`config.mk`:
```
export PLATFORM = sky130hd
export DESIGN_NAME = sum_checksum_frame_parser_flat
export DESIGN_NICKNAME = d
export VERILOG_FILES = /design/src/rtl/scfp_pkg.sv /design/src/rtl/scfp_byte_if.sv /design/src/rtl/scfp_result_if.sv /design/src/rtl/sum_checksum_frame_parser.sv /design/src/flat_wrapper.sv
export SDC_FILE = /design/constraint.sdc
export NUM_CORES = 1
export LEC_CHECK = 0
export BUFFER_PORTS_ARGS = -buffer_cell sky130_fd_sc_hd__buf_2
export CAP_MARGIN = 20
export CORE_ASPECT_RATIO = 1.4
export CORE_UTILIZATION = 45
export DETAILED_ROUTE_END_ITERATION = 8
export PLACE_DENSITY = 0.7
export SYNTH_ARGS = -nofsm -noshare
export SYNTH_HDL_FRONTEND = slang
export SYNTH_SLANG_ARGS = --single-unit
```
`constraint.sdc`:
```
create_clock -name clk -period 4.6 [get_ports clk]
set_input_delay 0.23 -clock clk [delete_from_list [all_inputs] [get_ports clk]]
set_output_delay 0.23 -clock clk [all_outputs]
set_load 0.05 [all_outputs]
```
`src/rtl/scfp_pkg.sv`:
```
package scfp_pkg;

    localparam int HEAD_BYTES        = 6;
    localparam int FRAME_OVERHEAD    = 7;
    localparam int MIN_POINT_PAYLOAD = 5;
    localparam int POINT_HEAD        = 4;
    localparam int FIFO_DEPTH        = 4;
    localparam int FIFO_AW           = 2;
    localparam int FRAME_CNT_W       = 17;

    localparam logic [1:0] CFG_HEADER_WORD      = 2'd0;
    localparam logic [1:0] CFG_EXPECTED_VERSION = 2'd1;
    localparam logic [1:0] CFG_EXPECTED_COMMAND = 2'd2;

    localparam logic [7:0] FRAMES_MAX = 8'hFF;

    typedef enum logic [3:0] {
        ST_OK           = 4'd0,
        ST_HEADER       = 4'd1,
        ST_VERSION      = 4'd2,
        ST_COMMAND      = 4'd3,
        ST_CHECKSUM     = 4'd4,
        ST_POINT_SHORT  = 4'd5,
        ST_POINT_LENGTH = 4'd6,
        ST_INCOMPLETE   = 4'd7,
        ST_BUFFER_SHORT = 4'd8
    } status_t;

    typedef enum logic {
        KIND_FRAME   = 1'b0,
        KIND_SUMMARY = 1'b1
    } kind_t;

    typedef struct packed {
        logic [15:0]            payload_length;
        logic [15:0]            payload_position;
        logic [7:0]             running_sum;
        logic [7:0]             captured_id;
        logic [7:0]             captured_type;
        logic [15:0]            captured_length;
        logic [31:0]            captured_value;
        logic [FRAME_CNT_W-1:0] bytes_in_frame;
        status_t                pending_status;
    } frame_t;

    typedef struct packed {
        kind_t       result_kind;
        status_t     status;
        logic [7:0]  frame_index;
        logic        has_point;
        logic [7:0]  point_id;
        logic [7:0]  point_type;
        logic [15:0] point_length;
        logic [31:0] point_value;
        logic        last;
    } result_t;

endpackage

```
`src/rtl/scfp_byte_if.sv`:
```
interface scfp_byte_if;
    logic       valid;
    logic       ready;
    logic [7:0] rx_byte;
    logic       buffer_start;
    logic       buffer_end;

    modport source (output valid, output rx_byte, output buffer_start, output buffer_end,
                    input ready);
    modport sink (input valid, input rx_byte, input buffer_start, input buffer_end,
                  output ready);
endinterface

```
`src/rtl/scfp_result_if.sv`:
```
interface scfp_result_if;
    logic        valid;
    logic        ready;
    logic        result_kind;
    logic [3:0]  status;
    logic [7:0]  frame_index;
    logic        has_point;
    logic [7:0]  point_id;
    logic [7:0]  point_type;
    logic [15:0] point_length;
    logic [31:0] point_value;
    logic        last;

    modport source (output valid, output result_kind, output status, output frame_index,
                    output has_point, output point_id, output point_type,
                    output point_length, output point_value, output last, input ready);
    modport sink (input valid, input result_kind, input status, input frame_index,
                  input has_point, input point_id, input point_type,
                  input point_length, input point_value, input last, output ready);
endinterface

```
`src/rtl/sum_checksum_frame_parser.sv`:
```
// Frame parser for a received byte stream of header/length frames with an
// 8-bit sum checksum.
// in_ch : one byte per request, flagged buffer_start / buffer_end.
// out_ch: frame reports (after each checksum byte or on the first error)
//         and one summary per buffer_end; a byte causes at most two results,
//         the last one flagged with last.
// cfg_*  : write-only register port (header word, version, command).
// Throughput: one byte per cycle while in_ch.ready is high. The parse state
// updates in the cycle a byte is taken; its results are written into a
// 4-entry output queue whose head drives out_ch. in_ch.ready is high while
// the queue has room for two results, so it drops only when the receiver
// stalls or when bytes that yield two results arrive faster than they drain.
// Reset: parse state cleared, queue emptied, registers back to 0x55AA, 3, 7.
// A byte that arrives without buffer_start after reset or after a buffer
// end opens a new buffer. Bytes past BUFFER_BYTES in a buffer are not parsed.
module sum_checksum_frame_parser #(
    parameter int BUFFER_BYTES = 1024
) (
    input  logic        clk,
    input  logic        rst_n,
    scfp_byte_if.sink   in_ch,
    scfp_result_if.source out_ch,
    input  logic        cfg_we,
    input  logic [1:0]  cfg_index,
    input  logic [15:0] cfg_data
);
    import scfp_pkg::*;

    localparam int BCW = $clog2(BUFFER_BYTES + 1);
    localparam logic [BCW-1:0] BUF_LIMIT = BCW'(BUFFER_BYTES);

    logic [15:0] header_word_reg;
    logic [7:0]  expected_version_reg;
    logic [7:0]  expected_command_reg;

    frame_t         frame_reg, frame_next;
    logic [7:0]     frames_reg, frames_next;
    logic [BCW-1:0] bib_reg, bib_next;
    logic           halted_reg, halted_next;
    status_t        fault_reg, fault_next;

    result_t r0, r1;
    logic    r0_valid, r1_valid;

    result_t              res_mem_reg [FIFO_DEPTH];
    logic [FIFO_AW-1:0]   wr_ptr_reg, rd_ptr_reg;
    logic [FIFO_AW:0]     count_reg, count_next;
    logic                 in_acc, out_acc;

    assign in_ch.ready = (count_reg <= (FIFO_AW + 1)'(FIFO_DEPTH - 2));
    assign in_acc      = in_ch.valid && in_ch.ready;
    assign out_acc     = out_ch.valid && out_ch.ready;

    always_comb
    begin
        logic [7:0]  b;
        status_t     bad;
        status_t     st;
        logic [2:0]  vlen;
        logic [15:0] q;
        b           = in_ch.rx_byte;
        bad         = ST_OK;
        st          = ST_OK;
        vlen        = '0;
        q           = '0;
        frame_next  = frame_reg;
        frames_next = frames_reg;
        bib_next    = bib_reg;
        halted_next = halted_reg;
        fault_next  = fault_reg;
        r0          = '0;
        r1          = '0;
        r0_valid    = 1'b0;
        r1_valid    = 1'b0;

        if (in_ch.buffer_start)
        begin
            frame_next  = '0;
            frames_next = '0;
            bib_next    = '0;
            halted_next = 1'b0;
            fault_next  = ST_OK;
        end

        if (bib_next < BUF_LIMIT)
        begin
            bib_next = bib_next + 1'b1;
            if (!halted_next)
            begin
                if (frame_next.bytes_in_frame < FRAME_CNT_W'(HEAD_BYTES))
                begin
                    case (frame_next.bytes_in_frame[2:0])
                        3'd0: if (b != header_word_reg[15:8]) bad = ST_HEADER;
                        3'd1: if (b != header_word_reg[7:0]) bad = ST_HEADER;
                        3'd2: if (b != expected_version_reg) bad = ST_VERSION;
                        3'd3: if (b != expected_command_reg) bad = ST_COMMAND;
                        3'd4: frame_next.payload_length = {b, 8'h00};
                        3'd5: frame_next.payload_length = {frame_next.payload_length[15:8], b};
                        default: bad = ST_OK;
                    endcase
                    if (bad != ST_OK && frame_next.pending_status == ST_OK)
                        frame_next.pending_status = bad;
                    frame_next.running_sum    = frame_next.running_sum + b;
                    frame_next.bytes_in_frame = frame_next.bytes_in_frame + 1'b1;
                end
                else if (frame_next.bytes_in_frame == FRAME_CNT_W'(HEAD_BYTES) &&
                         frame_next.pending_status != ST_OK)
                begin
                    st = frame_next.pending_status;
                end
                else if (frame_next.payload_position < frame_next.payload_length)
                begin
                    q    = frame_next.payload_position;
                    vlen = (frame_next.captured_length < 16'(POINT_HEAD)) ?
                           frame_next.captured_length[2:0] : 3'(POINT_HEAD);
                    case (q)
                        16'd0: frame_next.captured_id = b;
                        16'd1: frame_next.captured_type = b;
                        16'd2: frame_next.captured_length = {b, 8'h00};
                        16'd3: frame_next.captured_length =
                               {frame_next.captured_length[15:8], b};
                        default:
                            if ((q - 16'(POINT_HEAD)) < {13'd0, vlen})
                                frame_next.captured_value = {frame_next.captured_value[23:0], b};
                    endcase
                    frame_next.payload_position = q + 1'b1;
                    frame_next.running_sum      = frame_next.running_sum + b;
                    frame_next.bytes_in_frame   = frame_next.bytes_in_frame + 1'b1;
                end
                else
                begin
                    if (b != frame_next.running_sum)
                        st = ST_CHECKSUM;
                    else if (frame_next.payload_length != '0 &&
                             frame_next.payload_length < 16'(MIN_POINT_PAYLOAD))
                        st = ST_POINT_SHORT;
                    else if (frame_next.payload_length != '0 &&
                             {1'b0, frame_next.payload_length} <
                             17'(POINT_HEAD) + {1'b0, frame_next.captured_length})
                        st = ST_POINT_LENGTH;
                    if (st == ST_OK)
                    begin
                        r0_valid       = 1'b1;
                        r0.result_kind = KIND_FRAME;
                        r0.status      = ST_OK;
                        r0.frame_index = frames_next;
                        if (frame_next.payload_length != '0)
                        begin
                            r0.has_point    = 1'b1;
                            r0.point_id     = frame_next.captured_id;
                            r0.point_type   = frame_next.captured_type;
                            r0.point_length = frame_next.captured_length;
                            r0.point_value  = frame_next.captured_value;
                        end
                        if (frames_next != FRAMES_MAX)
                            frames_next = frames_next + 1'b1;
                        frame_next = '0;
                    end
                end
                if (st != ST_OK)
                begin
                    fault_next     = st;
                    halted_next    = 1'b1;
                    r0_valid       = 1'b1;
                    r0.result_kind = KIND_FRAME;
                    r0.status      = st;
                    r0.frame_index = frames_next;
                end
            end
        end

        if (in_ch.buffer_end)
        begin
            r1_valid       = 1'b1;
            r1.result_kind = KIND_SUMMARY;
            r1.frame_index = frames_next;
            r1.last        = 1'b1;
            if (halted_next)
                r1.status = fault_next;
            else if (bib_next < BCW'(FRAME_OVERHEAD))
                r1.status = ST_BUFFER_SHORT;
            else if (frame_next.bytes_in_frame >= FRAME_CNT_W'(FRAME_OVERHEAD))
                r1.status = ST_INCOMPLETE;
            else
                r1.status = ST_OK;
            frame_next  = '0;
            frames_next = '0;
            bib_next    = '0;
            halted_next = 1'b0;
            fault_next  = ST_OK;
        end

        r0.last = !r1_valid;
    end

    always_comb
    begin
        count_next = count_reg;
        if (in_acc)
            count_next = count_next + {{FIFO_AW{1'b0}}, r0_valid} + {{FIFO_AW{1'b0}}, r1_valid};
        if (out_acc)
            count_next = count_next - 1'b1;
    end

    always_ff @(posedge clk or negedge rst_n)
    begin
        if (!rst_n)
        begin
            header_word_reg      <= 16'h55AA;
            expected_version_reg <= 8'd3;
            expected_command_reg <= 8'd7;
            frame_reg            <= '0;
            frames_reg           <= '0;
            bib_reg              <= '0;
            halted_reg           <= 1'b0;
            fault_reg            <= ST_OK;
            wr_ptr_reg           <= '0;
            rd_ptr_reg           <= '0;
            count_reg            <= '0;
        end
        else
        begin
            if (cfg_we)
            begin
                case (cfg_index)
                    CFG_HEADER_WORD:      header_word_reg      <= cfg_data;
                    CFG_EXPECTED_VERSION: expected_version_reg <= cfg_data[7:0];
                    CFG_EXPECTED_COMMAND: expected_command_reg <= cfg_data[7:0];
                    default:              header_word_reg      <= header_word_reg;
                endcase
            end
            if (in_acc)
            begin
                frame_reg  <= frame_next;
                frames_reg <= frames_next;
                bib_reg    <= bib_next;
                halted_reg <= halted_next;
                fault_reg  <= fault_next;
                wr_ptr_reg <= wr_ptr_reg + FIFO_AW'(r0_valid) + FIFO_AW'(r1_valid);
            end
            if (out_acc)
                rd_ptr_reg <= rd_ptr_reg + 1'b1;
            count_reg <= count_next;
        end
    end

    always_ff @(posedge clk)
    begin
        if (in_acc)
        begin
            if (r0_valid)
                res_mem_reg[wr_ptr_reg] <= r0;
            if (r1_valid)
                res_mem_reg[wr_ptr_reg + FIFO_AW'(r0_valid)] <= r1;
        end
    end

    result_t head;
    assign head = res_mem_reg[rd_ptr_reg];

    assign out_ch.valid        = (count_reg != '0);
    assign out_ch.result_kind  = head.result_kind;
    assign out_ch.status       = head.status;
    assign out_ch.frame_index  = head.frame_index;
    assign out_ch.has_point    = head.has_point;
    assign out_ch.point_id     = head.point_id;
    assign out_ch.point_type   = head.point_type;
    assign out_ch.point_length = head.point_length;
    assign out_ch.point_value  = head.point_value;
    assign out_ch.last         = head.last;

endmodule

```
`src/flat_wrapper.sv`:
```
// flat-port wrapper written by rule: the top's interface ports become plain ports
module sum_checksum_frame_parser_flat import scfp_pkg::*;
#(
    parameter int BUFFER_BYTES = 1024
)
  (clk, rst_n, cfg_we, cfg_index, cfg_data, in_ch_valid, in_ch_rx_byte, in_ch_buffer_start, in_ch_buffer_end, in_ch_ready, out_ch_valid, out_ch_result_kind, out_ch_status, out_ch_frame_index, out_ch_has_point, out_ch_point_id, out_ch_point_type, out_ch_point_length, out_ch_point_value, out_ch_last, out_ch_ready);
  scfp_byte_if in_ch_i ();
  scfp_result_if out_ch_i ();
  input  logic clk;
  input  logic rst_n;
  input  logic cfg_we;
  input  logic [1:0] cfg_index;
  input  logic [15:0] cfg_data;
  input wire logic [$bits(in_ch_i.valid)-1:0] in_ch_valid;
  input wire logic [$bits(in_ch_i.rx_byte)-1:0] in_ch_rx_byte;
  input wire logic [$bits(in_ch_i.buffer_start)-1:0] in_ch_buffer_start;
  input wire logic [$bits(in_ch_i.buffer_end)-1:0] in_ch_buffer_end;
  output wire logic [$bits(in_ch_i.ready)-1:0] in_ch_ready;
  output wire logic [$bits(out_ch_i.valid)-1:0] out_ch_valid;
  output wire logic [$bits(out_ch_i.result_kind)-1:0] out_ch_result_kind;
  output wire logic [$bits(out_ch_i.status)-1:0] out_ch_status;
  output wire logic [$bits(out_ch_i.frame_index)-1:0] out_ch_frame_index;
  output wire logic [$bits(out_ch_i.has_point)-1:0] out_ch_has_point;
  output wire logic [$bits(out_ch_i.point_id)-1:0] out_ch_point_id;
  output wire logic [$bits(out_ch_i.point_type)-1:0] out_ch_point_type;
  output wire logic [$bits(out_ch_i.point_length)-1:0] out_ch_point_length;
  output wire logic [$bits(out_ch_i.point_value)-1:0] out_ch_point_value;
  output wire logic [$bits(out_ch_i.last)-1:0] out_ch_last;
  input wire logic [$bits(out_ch_i.ready)-1:0] out_ch_ready;
  assign in_ch_i.valid = in_ch_valid;
  assign in_ch_i.rx_byte = in_ch_rx_byte;
  assign in_ch_i.buffer_start = in_ch_buffer_start;
  assign in_ch_i.buffer_end = in_ch_buffer_end;
  assign in_ch_ready = in_ch_i.ready;
  assign out_ch_valid = out_ch_i.valid;
  assign out_ch_result_kind = out_ch_i.result_kind;
  assign out_ch_status = out_ch_i.status;
  assign out_ch_frame_index = out_ch_i.frame_index;
  assign out_ch_has_point = out_ch_i.has_point;
  assign out_ch_point_id = out_ch_i.point_id;
  assign out_ch_point_type = out_ch_i.point_type;
  assign out_ch_point_length = out_ch_i.point_length;
  assign out_ch_point_value = out_ch_i.point_value;
  assign out_ch_last = out_ch_i.last;
  assign out_ch_i.ready = out_ch_ready;
  sum_checksum_frame_parser #(.BUFFER_BYTES(BUFFER_BYTES)) u_core (.clk(clk), .rst_n(rst_n), .in_ch(in_ch_i), .out_ch(out_ch_i), .cfg_we(cfg_we), .cfg_index(cfg_index), .cfg_data(cfg_data));
endmodule
```
==> results.toml <==
[placed_design]
dp_worst_setup_slack_ns = 0.0571
numPortBuffers = 113
routabilityCongestion = 0.957
placed_area_um2 = 27000
hpwl_um = 52100

[cts]
clk_latency_ns = 0.63
cts_tree = "done"
path_clk_slew_ns = 0.07
cts.htree.levels = 2
clkSinkCount = 504
cts-root-buf = "clkbuf_16"
cts_made_buffers = 50
clk_path_buf_depth = 3

[pwr]
p_int_w = 0.00797
peakVddDrop_mv = 0.324
pwr-share-comb_pct = 22.0
leakagePower_nw = 11.6
power.density_nw_per_um2 = 409
switching_power_w = 0.00388
pwr-share-seq_pct = 43.1
total_power_w = 0.0118
pwr-share-clk_pct = 34.9
switching_share_pct = 32.8

[synthesis]
ys_top_cells_by_area = "dfxtp_1 (21%), dfrtp_1 (18%), mux4_2 (7.1%)"
yosysMostFrequentCell = "nand2_1"
syn-num-nets = 2626
async_reset_ff_share_pct = 37.3
synth-edff-count = 56
yosysUniqueCellTypes = 86
seq_area_frac_synth_pct = 46.5
netlist_instances = 2532
syn_area_um2 = 24900
synth_top_area_share_pct = 20.9
ys_top_cells_by_count = "nand2_1 (295), dfxtp_1 (260), a22o_1 (201)"
synth_top_area_cell = "dfxtp_1"
ys_ff_latch = 504
ys.flop_type = "dfxtp_1"
syn_avg_cell_area_um2 = 9.85
synth-warning-count = 0

[cells_and_area]
diodes = 0
finalInstanceArea_um2 = 29000
fin_util_pct = 53.2
largest_register_ffs = 316
drive_gt1_share_pct = 19.3
area_growth_pct = 16.2
layout.nets = 2748

[status]
outcome = "finished clean"

[setup_path]
cpMaxStageDelayCell = "dfrtp_1"
crit_start = "u_core.frame_reg[56]"
cp.arrival_ns = 4.75
crit_family = "simple AND/OR/NAND/NOR gates"
cp.buffers_inverters = 1
critPathRequiredTime_ns = 4.94
r2r_slack_ns = 0.20
path_class = "reg2reg"
cpPeakStageDelay_ns = 0.37
end_kind = "flip-flop"
reg2regPathDepth = 20
path_max_fanout = 5
r2r-end = "u_core.res_mem_reg[2][74]"
startpoint_type = "flip-flop"
cp_cell_sequence = "nor2b_4 -> ha_4 -> nand4_1 -> or2_4 -> nor2_2 -> xor2_1 -> nand2_1 -> ha_1 -> and3_1 -> nand2_1 -> a21oi_1 -> a211o_1 -> a21oi_2 -> o21ai_0 -> nand3_1 -> nor4b_2 -> nand4_1 -> buf_4 -> a221oi_4 -> o21ai_1"
r2r-start = "u_core.frame_reg[56]"

[global_routing]
grt.total_usage_pct = 27.3
grt-ovfl-total = 0
grt_pass1_wl_um = 122000
grt_max_degree = 111
antenna_found_initial = 0
grt_pass1_vias = 21514

[hold_path]
hp-start = "cfg_index[1]"
min_path_cells = 3
min_to = "u_core.header_word_reg[0]"
hold_path_class = "in2reg"

[run]
max_cap_violations = 0

[timing]
hold_viol = 0
fin_skew_ns = 0.0376
setup_viol = 0
fin_crit_ns = 4.40
worst_slack_ns = 0.196
max_freq_ghz = 0.227
tightestPinTransition_ns = 1.05
finalCritPeriodShare_pct = 95.7
finalMaxSlewViolations = 0
relSlewSlack_pct = 30.1

[floorplan]
coreArea_um2 = 54500
pin_count = 114
chipHeight_um = 281
rows = 101
initial_core_util_pct = 45.8
fp.dieW_um = 201
dieArea_um2 = 56400

[detailed_routing]
vias = 21537
drtIter0Drc = 1959
vias_per_cell = 6.30
ant_nets = 0
wirelength_um = 78200
first_pass_iters = 6
drc = 0
wl_per_cell_um = 22.9
-- metal layers --
metal  GRT usage [%]  routed length, um  vias to the layer above
met5               0                  0                        -
met4            12.1               3160                        0
met3            4.19               5510                      195
met2            47.8              39200                      994
met1            33.1              30300                    10725
li1                -                  -                     9623
-- tightest hold or removal path: stages --
cell and delay (ns):
buf_2 0.11, nor3b_2 0.06, mux2_2 0.21
-- final cells by class --
cell class,instances,area (um^2)
Clock buffer,76,1480
Clock inverter,17,185
Fill cell,4778,25500
Inverter,47,196
Multi-Input combinational cell,1780,12600
Sequential cell,504,11600
Tap cell,721,902
Timing Repair Buffer,271,2030
-- metrics by stage --
stage	cells	hold WS, ns	setup TNS [ns]
after floorplan	2532	-0.0656	-2.49
after global placement	3301	0.408	0
after detailed placement	3301	0.424	0
after CTS	3411	0.0282	0
after global routing	3416	0.0221	-0.0637
final	3416	0.0203	0
-- power by group through the flow --
stage / sequential [W] / clock [W] / combinational [W]
after floorplan: 0.00493 / 0 / 0.00196
after global placement: 0.00518 / 0 / 0.00254
after global routing: 0.00515 / 0.00436 / 0.00277
after detailed placement: 0.00519 / 0 / 0.00257
after CTS: 0.00510 / 0.00420 / 0.00259
final: 0.00511 / 0.00414 / 0.00260
-- cell usage in the layout (no fill, tap or decap), drive strengths merged, types with 14 or more instances in the layout --
master and count:
xor2 23, inv 45, mux2i 15, dfrtp 175
nor2b 40, nor3 40, clkbuf 77, clkinv 14
a31oi 18, a22o 201, buf 253, dlygate4sd3 17
a22oi 65, nand2 295, a21o 17, mux2 34
edfxtp 56, ha 59, dfxtp 260, nor4 21
nand4 31, o21ai 168, o31ai 30, nand3 129
xnor2 42, mux4 79, a21oi 159, and3 15
nor2 168
-- timing repair --
action	in CTS	in global routing
hold buffers	17	0
endpoints found under the hold margin	127	0
gates resized for setup	0	16
setup endpoints to repair	0	236
setup buffers	0	4
-- cell families after synthesis --
group / share of synthesized area, %
buf+inv: 3.90
mux: 9.27
compound gates: 20.0
simple gates: 14.8
flops: 46.5
xor+xnor: 2.28
fa+ha+maj: 3.12
-- worst max path at each step --
stage	slack, ns	cells after the start	end
after global placement	0.13	22	u_core.res_mem_reg[0][74]
final	0.20	20	u_core.res_mem_reg[2][74]
after CTS	0.009	21	u_core.res_mem_reg[3][75]
after detailed placement	0.06	22	u_core.res_mem_reg[3][75]
after global routing	-0.02	21	u_core.res_mem_reg[2][74]
after floorplan	-0.16	28	u_core.res_mem_reg[0][74]
Note: power is estimated with default switching activity, not from simulation.
